--- src/hw/rtl/touch_report_decode_recovery_defines.svh ---
// Assertion macros for the touch report decoder.
// Used by the top level; expects clk and rst_n to be in scope where expanded.
`ifndef TOUCH_REPORT_DECODE_RECOVERY_DEFINES_SVH
`define TOUCH_REPORT_DECODE_RECOVERY_DEFINES_SVH
`ifndef ASSERT_OFF
`define TRD_ASSERT(label, prop) \
    label: assert property (@(posedge clk) disable iff (!rst_n) prop) \
        else $error("touch report decoder: assertion failed");
`define TRD_ASSERT_NEVER(label, cond) \
    label: assert property (@(posedge clk) disable iff (!rst_n) !(cond)) \
        else $error("touch report decoder: forbidden condition seen");
`else
`define TRD_ASSERT(label, prop)
`define TRD_ASSERT_NEVER(label, cond)
`endif
`endif

--- src/hw/rtl/trd_pkg.sv ---
// Shared types and constants for the touch report decoder.
// No dependencies; used by every module of the block.
package trd_pkg;

    // Configuration port geometry.
    localparam int CFG_INDEX_W = 3;
    localparam int CFG_DATA_W  = 16;

    // Register indexes.
    localparam logic [CFG_INDEX_W-1:0] REG_FAIL_THRESHOLD     = 3'd0;
    localparam logic [CFG_INDEX_W-1:0] REG_ESCALATE_THRESHOLD = 3'd1;
    localparam logic [CFG_INDEX_W-1:0] REG_MIRROR_X_EN        = 3'd2;
    localparam logic [CFG_INDEX_W-1:0] REG_MIRROR_Y_EN        = 3'd3;
    localparam logic [CFG_INDEX_W-1:0] REG_SWAP_AXES_EN       = 3'd4;
    localparam logic [CFG_INDEX_W-1:0] REG_X_LIMIT            = 3'd5;
    localparam logic [CFG_INDEX_W-1:0] REG_Y_LIMIT            = 3'd6;
    localparam logic [CFG_INDEX_W-1:0] REG_POINT_CAPACITY     = 3'd7;

    // Register reset values.
    localparam logic [15:0] FAIL_THRESHOLD_DEFAULT     = 16'd5;
    localparam logic [15:0] ESCALATE_THRESHOLD_DEFAULT = 16'd3;
    localparam logic [7:0]  POINT_CAPACITY_DEFAULT     = 8'd1;

    // Recovery action codes.
    localparam logic [1:0] ACT_NONE        = 2'd0;
    localparam logic [1:0] ACT_HW_RESET    = 2'd1;
    localparam logic [1:0] ACT_POWER_CYCLE = 2'd2;

    // Report byte layout.
    localparam int         TOUCH_VALID_BIT    = 7;
    localparam logic [7:0] STATUS_NIBBLE_MASK = 8'h0F;

    typedef struct packed {
        logic [15:0] fail_threshold;
        logic [15:0] escalate_threshold;
        logic        mirror_x_en;
        logic        mirror_y_en;
        logic        swap_axes_en;
        logic [15:0] x_limit;
        logic [15:0] y_limit;
        logic [7:0]  point_capacity;
    } cfg_t;

    typedef struct packed {
        logic       read_ok;
        logic [7:0] coord_high;
        logic [7:0] x_low_byte;
        logic [7:0] y_low_byte;
        logic       status_ok;
        logic [7:0] status_byte;
    } poll_t;

    typedef struct packed {
        logic [1:0] action;
        logic       rewrite;
    } recov_t;

    typedef struct packed {
        logic        count;
        logic [15:0] x;
        logic [15:0] y;
    } point_t;

endpackage

--- src/hw/rtl/trd_point.sv ---
// Coordinate decode, mirror and swap, with the held touch point.
// Depends on trd_pkg.
module trd_point
(
    input  logic           clk,
    input  logic           rst_n,
    input  logic           step,
    input  trd_pkg::poll_t poll,
    input  trd_pkg::cfg_t  cfg,
    output trd_pkg::point_t report
);

    logic [15:0] held_x_reg, held_x_next;
    logic [15:0] held_y_reg, held_y_next;
    logic        held_points_reg, held_points_next;
    logic [15:0] raw_x, raw_y, mir_x, mir_y;
    logic        count;

    // Unpack the 11-bit coordinates and apply the optional mirroring.
    assign raw_x = {5'd0, poll.coord_high[6:4], poll.x_low_byte};
    assign raw_y = {5'd0, poll.coord_high[2:0], poll.y_low_byte};
    assign mir_x = cfg.mirror_x_en ? (cfg.x_limit - raw_x) : raw_x;
    assign mir_y = cfg.mirror_y_en ? (cfg.y_limit - raw_y) : raw_y;

    // A successful read replaces the held point; a failed one keeps it.
    always_comb
    begin
        held_x_next      = held_x_reg;
        held_y_next      = held_y_reg;
        held_points_next = held_points_reg;
        if (poll.read_ok)
        begin
            if (poll.coord_high[trd_pkg::TOUCH_VALID_BIT])
            begin
                held_x_next      = cfg.swap_axes_en ? mir_y : mir_x;
                held_y_next      = cfg.swap_axes_en ? mir_x : mir_y;
                held_points_next = 1'b1;
            end
            else
            begin
                held_x_next      = 16'd0;
                held_y_next      = 16'd0;
                held_points_next = 1'b0;
            end
        end
    end

    always_ff @(posedge clk or negedge rst_n)
    begin
        if (!rst_n)
        begin
            held_x_reg      <= 16'd0;
            held_y_reg      <= 16'd0;
            held_points_reg <= 1'b0;
        end
        else if (step)
        begin
            held_x_reg      <= held_x_next;
            held_y_reg      <= held_y_next;
            held_points_reg <= held_points_next;
        end
    end

    // The report shows the point as it stands after this poll.
    assign count        = held_points_next && (cfg.point_capacity != 8'd0);
    assign report.count = count;
    assign report.x     = count ? held_x_next : 16'd0;
    assign report.y     = count ? held_y_next : 16'd0;

endmodule

--- src/hw/rtl/trd_recovery.sv ---
// Failure counting, reset escalation and periodic status checking.
// Depends on trd_pkg.
module trd_recovery
#(
    parameter int STATUS_CHECK_PERIOD = 200
)
(
    input  logic            clk,
    input  logic            rst_n,
    input  logic            step,
    input  trd_pkg::poll_t  poll,
    input  trd_pkg::cfg_t   cfg,
    output trd_pkg::recov_t recov
);

    localparam logic [8:0] PERIOD = 9'(STATUS_CHECK_PERIOD);

    logic [15:0] fail_count_reg, fail_count_next;
    logic [15:0] reset_count_reg, reset_count_next;
    logic [7:0]  check_tick_reg, check_tick_next;
    logic [15:0] fail_inc;
    logic [8:0]  tick_inc;

    assign fail_inc = fail_count_reg + 16'd1;
    assign tick_inc = {1'b0, check_tick_reg} + 9'd1;

    always_comb
    begin
        fail_count_next  = fail_count_reg;
        reset_count_next = reset_count_reg;
        check_tick_next  = check_tick_reg;
        recov.action     = trd_pkg::ACT_NONE;
        recov.rewrite    = 1'b0;
        if (!poll.read_ok)
        begin
            // Consecutive failure: recover once the threshold is reached.
            fail_count_next = fail_inc;
            if (fail_inc >= cfg.fail_threshold)
            begin
                if (reset_count_reg >= cfg.escalate_threshold)
                begin
                    recov.action     = trd_pkg::ACT_POWER_CYCLE;
                    reset_count_next = 16'd0;
                end
                else
                begin
                    recov.action     = trd_pkg::ACT_HW_RESET;
                    reset_count_next = reset_count_reg + 16'd1;
                end
                recov.rewrite   = 1'b1;
                fail_count_next = 16'd0;
            end
        end
        else
        begin
            // Good read: clear the counters and check status on the first tick.
            fail_count_next  = 16'd0;
            reset_count_next = 16'd0;
            if ((check_tick_reg == 8'd0) && poll.status_ok
                && ((poll.status_byte & trd_pkg::STATUS_NIBBLE_MASK) != 8'd0))
            begin
                recov.rewrite = 1'b1;
            end
            check_tick_next = (tick_inc >= PERIOD) ? 8'd0 : tick_inc[7:0];
        end
    end

    always_ff @(posedge clk or negedge rst_n)
    begin
        if (!rst_n)
        begin
            fail_count_reg  <= 16'd0;
            reset_count_reg <= 16'd0;
            check_tick_reg  <= 8'd0;
        end
        else if (step)
        begin
            fail_count_reg  <= fail_count_next;
            reset_count_reg <= reset_count_next;
            check_tick_reg  <= check_tick_next;
        end
    end

endmodule

--- src/hw/rtl/touch_report_decode_recovery.sv ---
// Touch report decoder with read-failure recovery: top level.
// Depends on trd_pkg, trd_point, trd_recovery and the defines header.
//
// Usage: each input transfer (in_valid/in_ready) carries one controller poll.
// Each poll gives exactly one result transfer (out_valid/out_ready) with the
// decoded point, the read-failed flag, any recovery action and the idle
// rewrite request. The poll is captured in an input register, decoded
// against the counter and point state, and written to the result
// register, from which its result is offered. Throughput is one poll per
// cycle while the receiver keeps taking results: the input register refills
// in the same cycle that it hands its poll to the result register.
// If the receiver stalls, the result register holds its transfer and the
// input register takes one further poll; in_ready then drops until the
// result is taken. Configuration is written through cfg_we/cfg_index/cfg_data
// while no poll is in flight.
// Reset clears both valid flags, the counters and the held point, and
// returns every configuration register to its default.
`include "touch_report_decode_recovery_defines.svh"

module touch_report_decode_recovery
#(
    parameter int STATUS_CHECK_PERIOD = 200
)
(
    input  logic        clk,
    input  logic        rst_n,
    // Configuration write port.
    input  logic        cfg_we,
    input  logic [trd_pkg::CFG_INDEX_W-1:0] cfg_index,
    input  logic [trd_pkg::CFG_DATA_W-1:0]  cfg_data,
    // Poll input channel.
    input  logic        in_valid,
    output logic        in_ready,
    input  logic        read_ok,
    input  logic [7:0]  coord_high,
    input  logic [7:0]  x_low_byte,
    input  logic [7:0]  y_low_byte,
    input  logic        status_ok,
    input  logic [7:0]  status_byte,
    // Result output channel.
    output logic        out_valid,
    input  logic        out_ready,
    output logic        read_failed,
    output logic        point_count,
    output logic [15:0] x_out,
    output logic [15:0] y_out,
    output logic [1:0]  recovery_action,
    output logic        rewrite_idle
);

    typedef struct packed {
        logic            read_failed;
        trd_pkg::point_t point;
        trd_pkg::recov_t recov;
    } result_t;

    trd_pkg::cfg_t   cfg_reg;
    trd_pkg::poll_t  poll_reg;
    logic            in_valid_reg;
    result_t         res_reg;
    logic            out_valid_reg;
    logic            step;
    trd_pkg::point_t point;
    trd_pkg::recov_t recov;

    // Configuration registers.
    always_ff @(posedge clk or negedge rst_n)
    begin
        if (!rst_n)
        begin
            cfg_reg.fail_threshold     <= trd_pkg::FAIL_THRESHOLD_DEFAULT;
            cfg_reg.escalate_threshold <= trd_pkg::ESCALATE_THRESHOLD_DEFAULT;
            cfg_reg.mirror_x_en        <= 1'b0;
            cfg_reg.mirror_y_en        <= 1'b0;
            cfg_reg.swap_axes_en       <= 1'b0;
            cfg_reg.x_limit            <= 16'd0;
            cfg_reg.y_limit            <= 16'd0;
            cfg_reg.point_capacity     <= trd_pkg::POINT_CAPACITY_DEFAULT;
        end
        else if (cfg_we)
        begin
            case (cfg_index)
                trd_pkg::REG_FAIL_THRESHOLD:     cfg_reg.fail_threshold     <= cfg_data;
                trd_pkg::REG_ESCALATE_THRESHOLD: cfg_reg.escalate_threshold <= cfg_data;
                trd_pkg::REG_MIRROR_X_EN:        cfg_reg.mirror_x_en        <= cfg_data[0];
                trd_pkg::REG_MIRROR_Y_EN:        cfg_reg.mirror_y_en        <= cfg_data[0];
                trd_pkg::REG_SWAP_AXES_EN:       cfg_reg.swap_axes_en       <= cfg_data[0];
                trd_pkg::REG_X_LIMIT:            cfg_reg.x_limit            <= cfg_data;
                trd_pkg::REG_Y_LIMIT:            cfg_reg.y_limit            <= cfg_data;
                trd_pkg::REG_POINT_CAPACITY:     cfg_reg.point_capacity     <= cfg_data[7:0];
                default: ;
            endcase
        end
    end

    // The held poll moves on whenever the result register is free or emptying.
    assign step     = in_valid_reg && (!out_valid_reg || out_ready);
    assign in_ready = !in_valid_reg || step;

    // Input register valid flag.
    always_ff @(posedge clk or negedge rst_n)
    begin
        if (!rst_n)
        begin
            in_valid_reg <= 1'b0;
        end
        else if (in_ready)
        begin
            in_valid_reg <= in_valid;
        end
    end

    // Input register payload.
    always_ff @(posedge clk)
    begin
        if (in_valid && in_ready)
        begin
            poll_reg.read_ok     <= read_ok;
            poll_reg.coord_high  <= coord_high;
            poll_reg.x_low_byte  <= x_low_byte;
            poll_reg.y_low_byte  <= y_low_byte;
            poll_reg.status_ok   <= status_ok;
            poll_reg.status_byte <= status_byte;
        end
    end

    trd_point u_point
    (
        .clk    (clk),
        .rst_n  (rst_n),
        .step   (step),
        .poll   (poll_reg),
        .cfg    (cfg_reg),
        .report (point)
    );

    trd_recovery
    #(
        .STATUS_CHECK_PERIOD (STATUS_CHECK_PERIOD)
    )
    u_recovery
    (
        .clk   (clk),
        .rst_n (rst_n),
        .step  (step),
        .poll  (poll_reg),
        .cfg   (cfg_reg),
        .recov (recov)
    );

    // Result register valid flag.
    always_ff @(posedge clk or negedge rst_n)
    begin
        if (!rst_n)
        begin
            out_valid_reg <= 1'b0;
        end
        else if (step)
        begin
            out_valid_reg <= 1'b1;
        end
        else if (out_ready)
        begin
            out_valid_reg <= 1'b0;
        end
    end

    // Result register payload.
    always_ff @(posedge clk)
    begin
        if (step)
        begin
            res_reg.read_failed <= !poll_reg.read_ok;
            res_reg.point       <= point;
            res_reg.recov       <= recov;
        end
    end

    assign out_valid       = out_valid_reg;
    assign read_failed     = res_reg.read_failed;
    assign point_count     = res_reg.point.count;
    assign x_out           = res_reg.point.x;
    assign y_out           = res_reg.point.y;
    assign recovery_action = res_reg.recov.action;
    assign rewrite_idle    = res_reg.recov.rewrite;

    // A good read never asks for a recovery action.
    `TRD_ASSERT(a_no_action_on_good_read,
        (out_valid && !read_failed) |-> (recovery_action == trd_pkg::ACT_NONE))
    // Any recovery action comes with an idle rewrite request.
    `TRD_ASSERT(a_action_implies_rewrite,
        (out_valid && (recovery_action != trd_pkg::ACT_NONE)) |-> rewrite_idle)
    // An empty report carries a zero point.
    `TRD_ASSERT(a_empty_point_zero,
        (out_valid && !point_count) |-> ((x_out == 16'd0) && (y_out == 16'd0)))
    // The input side is never blocked while the result register is empty.
    `TRD_ASSERT_NEVER(a_ready_when_empty, !out_valid_reg && !in_ready)

endmodule

--- config.mk ---
export PLATFORM = sky130hd
export DESIGN_NAME = touch_report_decode_recovery
export DESIGN_NICKNAME = d
export VERILOG_FILES = /design/src/hw/rtl/trd_pkg.sv /design/src/hw/rtl/trd_point.sv /design/src/hw/rtl/trd_recovery.sv /design/src/hw/rtl/touch_report_decode_recovery.sv
export VERILOG_INCLUDE_DIRS = /design/src /design/src/hw/rtl
export SDC_FILE = /design/constraint.sdc
export NUM_CORES = 1
export LEC_CHECK = 0
export BUFFER_PORTS_ARGS = -buffer_cell sky130_fd_sc_hd__buf_2
export CORE_ASPECT_RATIO = 1.4
export CORE_UTILIZATION = 34
export CTS_CLUSTER_DIAMETER = 50
export DETAILED_ROUTE_END_ITERATION = 16
export PLACE_DENSITY = 0.53
export SLEW_MARGIN = 10
export SYNTH_ARGS = -nofsm -noshare
export SYNTH_HDL_FRONTEND = slang
export SYNTH_SLANG_ARGS = --single-unit
--- constraint.sdc ---
create_clock -name clk -period 11.1 [get_ports clk]
set_input_delay 2.22 -clock clk [delete_from_list [all_inputs] [get_ports clk]]
set_output_delay 2.22 -clock clk [all_outputs]
set_load 0.01 [all_outputs]
Word level (Yosys, flattened, before mapping)
Index checks and enable logic that the tools add are counted.
{"block": "totals", "out_inout_bits": 39, "regBits": 217, "in_bits": 58, "elab_cells": 93}
{"block": "classes", "n_lt_le_gt_ge": 3, "bitwise": 1, "reduce_logical": 27, "n_mux": 22, "n_addsub": 5, "n_eq_ne": 7}
{"op": "$mux 16", "n": 13}
{"op": "$add 16x1->16 const B", "n": 2}
{"op": "$ge 16x16->1", "n": 2}
{"op": "$sub 16x11->16", "n": 2}
{"op": "$reduce_and 2->1", "n": 10}
{"op": "$reduce_bool 8->1", "n": 2}
{"op": "$eq 3x3->1 const B", "n": 4}
{"op": "$add 8x1->9 const B", "n": 1}
{"op": "$ge 9x8->1 const B", "n": 1}
{"op": "$logic_not 8->1", "n": 1}
{"op": "$mux 8", "n": 1}
{"op": "$mux 1", "n": 7}
{"op": "$eq 3x2->1 const B", "n": 2}
{"op": "$logic_and 1x1->1", "n": 5}
{"op": "$reduce_bool 2->1", "n": 2}
{"op": "$eq 3x1->1 const B", "n": 1}
{"op": "$logic_not 1->1", "n": 3}
{"op": "$logic_not 3->1", "n": 1}
{"op": "$logic_or 1x1->1", "n": 2}
{"op": "$mux 2", "n": 1}
{"op": "$reduce_or 2->1", "n": 1}
{"op": "$not 1->1", "n": 1}

Logic depth before layout (Yosys ltp)
Gate-level depths: netlist (run 1).
{"block": "logic_depth", "ltp_word": 5, "ltp_mapped": 17, "ltp_nobuf": 14}

By module
From an unflattened synthesis (run 1), not the netlist that was laid out.
{"block": "unflattened", "hier_cells": 1074, "hier_area_um2": 11970.2}
{"module": "touch_report_decode_recovery", "area_per_inst_um2": 5165.0, "seq_area_each_um2": 4065.1, "cells_per_inst": 247, "instances": 1}
{"module": "trd_point", "area_per_inst_um2": 3547.2, "seq_area_each_um2": 825.8, "cells_per_inst": 451, "instances": 1}
{"module": "trd_recovery", "area_per_inst_um2": 3258.1, "seq_area_each_um2": 1001.0, "cells_per_inst": 376, "instances": 1}

Worst setup path before layout (run 1)
No wires, ideal clock.
{"block": "synth_timing", "path_type": "input port to output port", "startpoint": "input port out_ready", "endpoint": "output port in_ready", "setup_slack_ns": 6.451, "n_path_buf": 0, "path_stages": 1, "required_ns": 8.880, "arrival_time_ns": 2.429, "cell_sequence": "nand3b_1"}
{"block": "synth_between", "elab_chain_cells": 3}
{"element": "start: declaration", "line_no": "touch_report_decode_recovery.sv:42", "text": "input logic out_ready,"}
{"element": "$logic_or 1x1->1", "line_no": "touch_report_decode_recovery.sv:97", "text": "assign step = in_valid_reg && (!out_valid_reg || out_ready);"}
{"element": "$logic_and 1x1->1", "line_no": "touch_report_decode_recovery.sv:97"}
{"element": "$logic_or 1x1->1", "line_no": "touch_report_decode_recovery.sv:98", "text": "assign in_ready = !in_valid_reg || step;"}
{"element": "end: declaration", "line_no": "touch_report_decode_recovery.sv:33", "text": "output logic in_ready,"}
No other way between the ends.

Final worst setup path (run 1)
Ends and elaborated chain as after synthesis.

==> results.toml, run 1 <==
[cts]
cts-buffers-inserted = 27
clkSinkCount = 216
tritoncts = "yes"
worst_skew_pair.late_latency_ps = 550
cts_max_level = 1
post_cts.repair.setup_buffers = 0
cts_hold_buffers = 0
cts_root_buffer = "clkbuf_16"
clk_pin_slew_worst_paths_ps = 60
resized_gates_after_cts = 0
cts-root-to-sink-buffers = 3

[finish]
area.growth.synth_to_final_pct = 15.5
postLayoutCoreUtil_pct = 39.9
largest_register_ff_count = 75
layout_net_count = 1304
instances_no_fill = 1652
post_route_cells_drive_above_1_share_pct = 17.2
final_cell_mix = "145 x dfrtp_1, 127 x nand2_1, 94 x o21ai_0"
final_design_area_no_fill_mm2 = 0.0133
layout_commonest_cell = "dfrtp_1"

[detailed_routing]
drt-wirelength-per-cell_um = 18.1
drt_pre_antenna_iters = 4
number_of_vias_per_cell = 5.22
detail-route-antenna-nets = 0
wirelength_um = 29900
detailroute.via_count = 8619
post-route-drc-count = 0
drt_iter0_drc = 385

[worst_setup_path]
cpPeakStageDelay_ps = 180
timing.critical_path.arrival_ps = 2650
worstPathMaxFanout = 3
critical_path.most_common_cell = "buf_2"
list_of_cells_traversed_by_the_critical_path = "buf_2 -> nand3b_1 -> buf_2"
worst_setup_path_class = "in2out"
start_kind = "input port"
critical_path_sink_type = "primary output"
setup.reg_to_reg.worst_slack_ps = 6880
crit_path_top_delay_cell = "nand3b_1"
worstPathRequired_ps = 8880

[yosys]
synth.yosys.seq_area_share_pct = 50.0
synth_top_cells_by_area = "dfrtp_1 32%, edfxtp_1 17%, ha_1 6.3%, mux2_2 4.5%, nand2_1 4.1%"
synth_instances = 1096
synth.yosys.warnings = 0
synthFlopType = "dfrtp_1"
synth_enable_flop_cells = 66
synth_area_mm2 = 0.0115
async_reset_ff_share_pct = 69.4
synth_area_per_cell_um2 = 10.5
synth.distinct_cells = 64
syn-num-nets = 1214
post-synth-top-area-fraction_pct = 31.6
number_of_register_bits_inferred_by_synthesis = 216
synth_top_area_cell = "dfrtp_1"

[hold_path]
min_path_type = "reg2reg"

[floorplanning]
initial_core_util_pct = 34.5
die_h_um = 220
placeableCoreArea_mm2 = 0.0333
rows = 79
die_x_um = 157
ports = 97
floorplan.die_area_mm2 = 0.0346

[global_route]
grt_usage_pct = 17.9
globalRouteOverflowTotal = 0
grt_max_degree = 77
number_of_antenna_violations_at_the_first_check_in_global_routing = 4
grt_first_pass_wirelength_um = 47300
number_of_global_route_vias_before_repair = 8688

[power]
p_switching_mw = 0.837
power.leakage_nw = 5.87
total_power_mw = 2.55
clkPwrFrac_pct = 32.6
sw_frac_of_total_pct = 32.8
max-vdd-ir-drop_mv = 0.0883
internal_power_mw = 1.71
power_density_mw_per_mm2 = 192
comb_power_share_pct = 25.7
sequentialPowerShare_pct = 41.6

[timing]
setup_violations = 0
max_slew_margin_pct = 20.6
worstMarginPinSlew_ps = 1180
drv_slew = 0
totalNegativeSetupSlack_ps = 0
grt_setup_unrepaired = "no"
final.setup_skew_ps = 18.0
final-hold-violation-count = 0
final_critical_path_setup_slack_ps = 6230
final_min_period_over_clock_period_pct = 43.9
finalWorstPathRequiredPeriod_ps = 4870
final.hold.worst_slack_ps = 483
achievable-frequency_mhz = 205

[placement]
replace_congestion = 0.873
detailed_place.area_mm2 = 0.0124
post-place-cells = 1602
place_hpwl_um = 21600
place_ws_ps = 5660
portBuffers = 91

[status]
run_status = "finished, final reports clean"

[job]
maxCapViolations = 0
-- kinds of logic after synthesis --
logic type	synth area share, %
AO/OA/AOI/OAI	16.8
XOR/XNOR	3.20
multiplexers	6.68
AND/OR/NAND/NOR	12.7
buffers and inverters	4.03
adder cells (fa/ha/maj)	6.66
flip-flops	50.0
-- power by group through the flow --
stage          Combinational [mW]  Sequential [mW]  Clock, mW
2_1_floorplan               0.482             1.05          0
3_3_place_gp                0.649             1.07          0
3_5_place_dp                0.661             1.08          0
4_1_cts                     0.665             1.06      0.852
5_1_grt                     0.744             1.08      0.883
6_report                    0.657             1.06      0.833
-- cell type report --
class                   count  area [µm²]
well taps                 445         557
fillers                  3297       20000
inverters                  77         289
diodes                      1        2.50
multi-input cells         761        5300
clock buffers              31         691
repair buffers            103         552
flip-flops and latches    216        5740
clock inverters            18         141
-- worst max-delay path: cells and delay by family --
kind | cells | cell delay (ps)
and+or+nand+nor | 1 | 180
buffers and inverters | 2 | 260
-- routing by layer --
layer,wire (µm),GRT usage [%],up-vias
li1,-,-,4181
met1,11900,20.4,4170
met2,15300,31.8,181
met3,1200,2.58,81
met4,1560,9.81,6
met5,30,0,-
-- Yosys cell counts, drive strengths merged (6+ instances only) --
cell and count:
o21ai 94, nor2b 16, edfxtp 66, or4 7, nor2 47, xor2 16
a21oi 44, dfrtp 145, nand2 128, a22oi 8, inv 76, mux2i 25
a21o 13, nand4 8, nand2b 9, o31ai 7, a221o 14, o211ai 9
xnor2 26, mux2 46, nand3 29, ha 58, and3 16, clkbuf 38
a22o 43, and2 12, nor3 16, a211oi 6, o221ai 10
-- worst paths after layout --
path | from | endpoint | depth (start not counted)
worst min-delay path | u_point.held_points_reg | u_point.held_points_reg | 1
worst max register to register | u_recovery.fail_count_reg[0] | u_recovery.fail_count_reg[5] | 14
worst min register to register | u_point.held_points_reg | u_point.held_points_reg | 1
worst max-delay path | out_ready | in_ready | 3
min in group asynchronous | rst_n | u_recovery.check_tick_reg[4] | 1
max in group asynchronous | rst_n | cfg_reg[27] | 2
Note: power is estimated with default switching activity, not from simulation.
==> inputs of run 2 (changes only) <==
Clock period 11.1 ns to 4.7 ns, I/O delays scaled along.
==> run 2 against run 1 <==
First-iteration DRC count up 9.9%. Sequential power up 140%. Combinational power rose by 140%.
==> results.toml, run 2 (synthesis results as in run 1) <==
[detailed_routing]
detail-route-antenna-nets = 0
post-route-drc-count = 0
drt_iter0_drc = 423
detailroute.via_count = 8685
wirelength_um = 30500
drt-wirelength-per-cell_um = 18.3
number_of_vias_per_cell = 5.22
drt_pre_antenna_iters = 5

[job]
maxCapViolations = 0

[worst_setup_path]
worstPathRequired_ps = 5190
cp.buffers_inverters = 0
path_delay_family = "simple AND/OR/NAND/NOR gates"
list_of_cells_traversed_by_the_critical_path = "ha_1 -> nand3_1 -> nor2_1 -> and3_1 -> xor2_1 -> ha_1 -> a21o_1 -> a2111o_1 -> or4_1 -> a21oi_2 -> nor2_1 -> nor2_1 -> a22o_1"
cpPeakStageDelay_ps = 550
start_kind = "flop"
crit_path_top_delay_cell = "nor2_1"
critical_path.most_common_cell = "nor2_1"
worstPathMaxFanout = 8
worst_setup_path_class = "reg2reg"
critical_path_sink_type = "flop"
timing.critical_path.arrival_ps = 4550

[cts]
resized_gates_after_cts = 0
worst_skew_pair.late_latency_ps = 560
cts_max_level = 1
tritoncts = "yes"
cts_hold_buffers = 0
cts_root_buffer = "clkbuf_16"
cts-root-to-sink-buffers = 3
cts-buffers-inserted = 29
clkSinkCount = 216
post_cts.repair.setup_buffers = 0
clk_pin_slew_worst_paths_ps = 60

[placement]
replace_congestion = 0.898
portBuffers = 91
place_hpwl_um = 22100

[timing]
final-hold-violation-count = 0
achievable-frequency_mhz = 246
totalNegativeSetupSlack_ps = 0
grt_setup_unrepaired = "no"
max_slew_margin_pct = 33.7
final_min_period_over_clock_period_pct = 86.5
final.setup_skew_ps = 21.5
drv_slew = 0
setup_violations = 0
worstMarginPinSlew_ps = 987
finalWorstPathRequiredPeriod_ps = 4070

[power]
max-vdd-ir-drop_mv = 0.330
power.leakage_nw = 5.96
power_density_mw_per_mm2 = 464

[global_route]
gr-usage-met3_pct = 2.77
grt.met1_usage_pct = 21.2
gr-max-usage-layer = "met2"
globalRouteOverflowTotal = 0
grt_first_pass_wirelength_um = 47700
number_of_antenna_violations_at_the_first_check_in_global_routing = 4
global_route.usage.met2_pct = 32.6
number_of_global_route_vias_before_repair = 8525
grt_max_degree = 62
grt_usage_pct = 18.1

[floorplanning]
floorplan.die_area_mm2 = 0.0346
die_h_um = 220
rows = 79
ports = 97
placeableCoreArea_mm2 = 0.0333
initial_core_util_pct = 34.5
die_x_um = 157

[finish]
nFillCells = 3318
postLayoutCoreUtil_pct = 40.3
multi_input_comb_area_mm2 = 0.00530
seq_area_mm2 = 0.00574
diodes = 0
area.growth.synth_to_final_pct = 16.8
layout_commonest_cell = "dfrtp_1"
post_route_cells_drive_above_1_share_pct = 18.1
layout_net_count = 1313
largest_register_ff_count = 75
final_cell_mix = "145 x dfrtp_1, 127 x nand2_1, 94 x o21ai_0"

[hold_path]
min_path_type = "in2async"

[status]
run_status = "finished, final reports clean"
==> run 2: cell types whose count changed in the layout (fill, tap and decap cells not counted), sizes merged, moves of 2 or more <==
cell / delta
clkbuf: +3
clkinv: -2
buf: +7
inv: +2
==> run 2: power by group <==
group | switching [mW] | internal (mW)
registers | 0.227 | 2.29
logic | 0.918 | 0.651
clock network | 0.887 | 1.26
total | 2.03 | 4.20
==> run 2: area by class of cell <==
class | instances | share of cell area [%]
tap | 445 | 4.15
timing repair buffer | 110 | 4.50
inverter | 77 | 2.15
clock inverter | 20 | 1.41
multi-input combinational | 761 | 39.5
clock buffer | 34 | 5.54
sequential | 216 | 42.8
==> run 2: worst register-to-register path, cell delays in order, from the launching register on <==
cell and delay [ps]:
dfrtp_1 440, ha_1 250, nand3_1 160, nor2_1 280
and3_1 310, xor2_1 180, ha_1 270, a21o_1 180
a2111o_1 420, or4_1 490, a21oi_2 150, nor2_1 70
nor2_1 550, a22o_1 250
==> run 2: final timing paths <==
check                                             start                           end  slack (ps)  depth (start not counted)
setup / recovery           u_recovery.fail_count_reg[0]  u_recovery.fail_count_reg[9]         630                         13
hold / removal                                    rst_n  u_recovery.check_tick_reg[7]         340                          1
setup reg to reg           u_recovery.fail_count_reg[0]  u_recovery.fail_count_reg[9]         630                         13
hold reg to reg                   u_point.held_x_reg[0]         u_point.held_x_reg[0]         480                          2
max in group asynchronous                         rst_n                   cfg_reg[59]        3400                          2
min in group clk                  u_point.held_x_reg[0]         u_point.held_x_reg[0]         480                          2
==> run 2: layer usage <==
| layer | vias up | share of wire [%] |
|---|---|---|
| li1 | 4201 | - |
| met5 | - | 0.16 |
| met4 | 8 | 3.3 |
| met3 | 62 | 4.3 |
| met2 | 199 | 52 |
| met1 | 4215 | 41 |
==> run 2: per-stage QoR <==
step / instance area (µm²) / setup slack (ps) / total power, mW / hold slack (ps) / cells
floorplan: 11500 / 1170 / 3.62 / 450 / 1096
global placement: 12500 / 679 / 4.09 / 463 / 1609
detailed placement: 12500 / 650 / 4.13 / 471 / 1609
CTS: 13400 / 613 / 6.30 / 357 / 1663
global route: 13400 / 356 / 6.59 / 376 / 1663
finish: 13400 / 634 / 6.23 / 341 / 1663
==> inputs of run 3 (changes only) <==
Settings changed: SYNTH_HIERARCHICAL from default to 1.
==> run 3 against run 2 <==
Core utilization fell by 0.48 points. First-iteration DRC count decreased by 22%. Critical endpoint is now u_recovery/fail_count_reg[2]. Global-route usage fell by 1.4 points. Count of clock-buffer cells in the layout decreased by 3. Synthesized cell count fell by 2.5%. Largest power group unchanged. Critical path depth down 1. Clock power shrank 6%. Sequential power barely moved. Combinational power shrank 6%.
==> results.toml, run 3 <==
[worst_setup_path]
worstPathMaxFanout = 13
cpPeakStageDelay_ps = 640
timing.critical_path.arrival_ps = 4520
worstPathRequired_ps = 5120
crit_path_top_delay_cell = "nor4_1"
path_delay_family = "simple AND/OR/NAND/NOR gates"
cp.buffers_inverters = 0
critical_path_sink_type = "flop"
start_kind = "flop"
worst_setup_path_class = "reg2reg"
list_of_cells_traversed_by_the_critical_path = "nand4_1 -> nor4_1 -> and4_1 -> and3_1 -> xor2_1 -> ha_1 -> nand2_1 -> nor4_1 -> o311ai_0 -> nand4_1 -> o21ai_0 -> a21o_1"

[finish]
final_design_area_no_fill_mm2 = 0.0136
largest_register_ff_count = 75
layout_commonest_cell = "dfrtp_1"
diodes = 0
area.growth.synth_to_final_pct = 15.0
final_cell_mix = "145 x dfrtp_1, 90 x buf_2, 86 x nand2_1"
layout_net_count = 1278
post_route_cells_drive_above_1_share_pct = 22.3

[cts]
clkSinkCount = 216
worst_skew_pair.late_latency_ps = 540
post_cts.repair.setup_buffers = 0
tritoncts = "yes"
cts-root-to-sink-buffers = 3
resized_gates_after_cts = 0
cts_max_level = 1
cts_root_buffer = "clkbuf_16"
cts_hold_buffers = 0
clk_pin_slew_worst_paths_ps = 60
cts-buffers-inserted = 25

[placement]
detailed_place.area_mm2 = 0.0127
portBuffers = 91
place_hpwl_um = 21400
replace_congestion = 0.851

[timing]
worstMarginPinSlew_ps = 861
setup_violations = 0
final.hold.worst_slack_ps = 472
final-hold-violation-count = 0
final_min_period_over_clock_period_pct = 87.2
achievable-frequency_mhz = 244
grt_setup_unrepaired = "no"
finalWorstPathRequiredPeriod_ps = 4100
final.setup_skew_ps = 8.68
drv_slew = 0
max_slew_margin_pct = 42.6
totalNegativeSetupSlack_ps = 0

[detailed_routing]
detail-route-antenna-nets = 0
detailroute.wirelength.met3_um = 791
detailroute.via_count = 8610
number_of_vias_per_cell = 5.29
wirelength_um = 28800
drt-wirelength-per-cell_um = 17.7
post-route-drc-count = 0
routed-wl-met2_um = 15600
drt_iter0_drc = 329
routed_length_on_met1_um = 11500
dr.max_layer_used = "met4"
drt_pre_antenna_iters = 5

[floorplanning]
ports = 97
placeableCoreArea_mm2 = 0.0341
floorplan.die_area_mm2 = 0.0355
initial_core_util_pct = 34.6
die_x_um = 160
die_h_um = 223
rows = 80

[yosys]
syn-num-nets = 1189
synth.yosys.warnings = 6
synth_area_per_cell_um2 = 11.1
synth_instances = 1069
synth_area_mm2 = 0.0118

[hold_path]
min_path_type = "in2async"

[global_route]
grt_usage_pct = 16.6
number_of_global_route_vias_before_repair = 8869
number_of_antenna_violations_at_the_first_check_in_global_routing = 0
grt_first_pass_wirelength_um = 47100
grt_max_degree = 85
globalRouteOverflowTotal = 0

[power]
power_density_mw_per_mm2 = 441
power.leakage_nw = 6.01
max-vdd-ir-drop_mv = 0.221

[job]
maxCapViolations = 0

[status]
run_status = "finished, final reports clean"
run 3: changes by cell type in the layout (fill, tap and decap cells not counted), moves of 9 or more:
| cell | before | now |
|---|---|---|
| nand2_1 | 127 | 86 |
| mux2_2 | 46 | 66 |
| mux2i_1 | 25 | 13 |
| buf_4 | 19 | 10 |
| o221ai_1 | 10 | 36 |
| a22o_1 | 43 | 28 |
| a221o_1 | 14 | 4 |
| o21ai_0 | 94 | 36 |
| a32o_1 | 0 | 9 |
| nor2_1 | 47 | 60 |
| mux2_4 | 0 | 10 |
| xnor2_1 | 26 | 12 |
run 3: worst reg2reg max path, stage by stage, from the launching register on:
cell and delay, ps:
dfrtp_1 460, nand4_1 220, nor4_1 480, and4_1 290, and3_1 180, xor2_1 230
ha_1 180, nand2_1 100, nor4_1 640, o311ai_0 360, nand4_1 470, o21ai_0 160
a21o_1 210
run 3: path summary, 6_finish.rpt:
check	cells after the start	slack (ps)	end	startpoint
setup / recovery	12	600	u_recovery/fail_count_reg[2]	u_recovery/fail_count_reg[6]
hold / removal	1	470	in_valid_reg	rst_n
setup reg to reg	12	600	u_recovery/fail_count_reg[2]	u_recovery/fail_count_reg[6]
hold reg to reg	1	480	out_valid	in_valid_reg
max in group asynchronous	2	3370	u_point/held_x_reg[15]	rst_n
min in group clk	1	480	out_valid	in_valid_reg
run 3: layout make-up:
cell class                      instances  area (µm²)
Multi-Input combinational cell        731        5550
Fill cell                            3332       20500
Inverter                               82         308
Tap cell                              451         564
Clock inverter                         15         180
Timing Repair Buffer                  102         557
Clock buffer                           31         689
Sequential cell                       216        5740
run 3: report_power, final:
| group | total (mW) | internal (mW) | switching, mW |
|---|---|---|---|
| clock | 2.03 | 1.22 | 0.813 |
| sequential | 2.48 | 2.27 | 0.209 |
| combinational | 1.48 | 0.624 | 0.858 |
run 3: through the flow:
step / power (mW) / worst slack (ps) / util [%] / std cells
2_1_floorplan: 3.57 / 869 / - / 1069
3_3_place_gp: 3.97 / 753 / 37.3 / 1582
3_5_place_dp: 4.01 / 616 / 37.3 / 1582
4_1_cts: 6.08 / 590 / 39.8 / 1628
5_1_grt: 6.37 / 117 / 39.8 / 1628
6_report: 6.00 / 601 / 39.8 / 1628
run 3: layer usage:
metal  GRT usage [%]  vias to the layer above
li1                -                     4174
met1            18.7                     4234
met2            31.7                      153
met3            1.64                       49
met4            6.73                        0
met5               0                        -
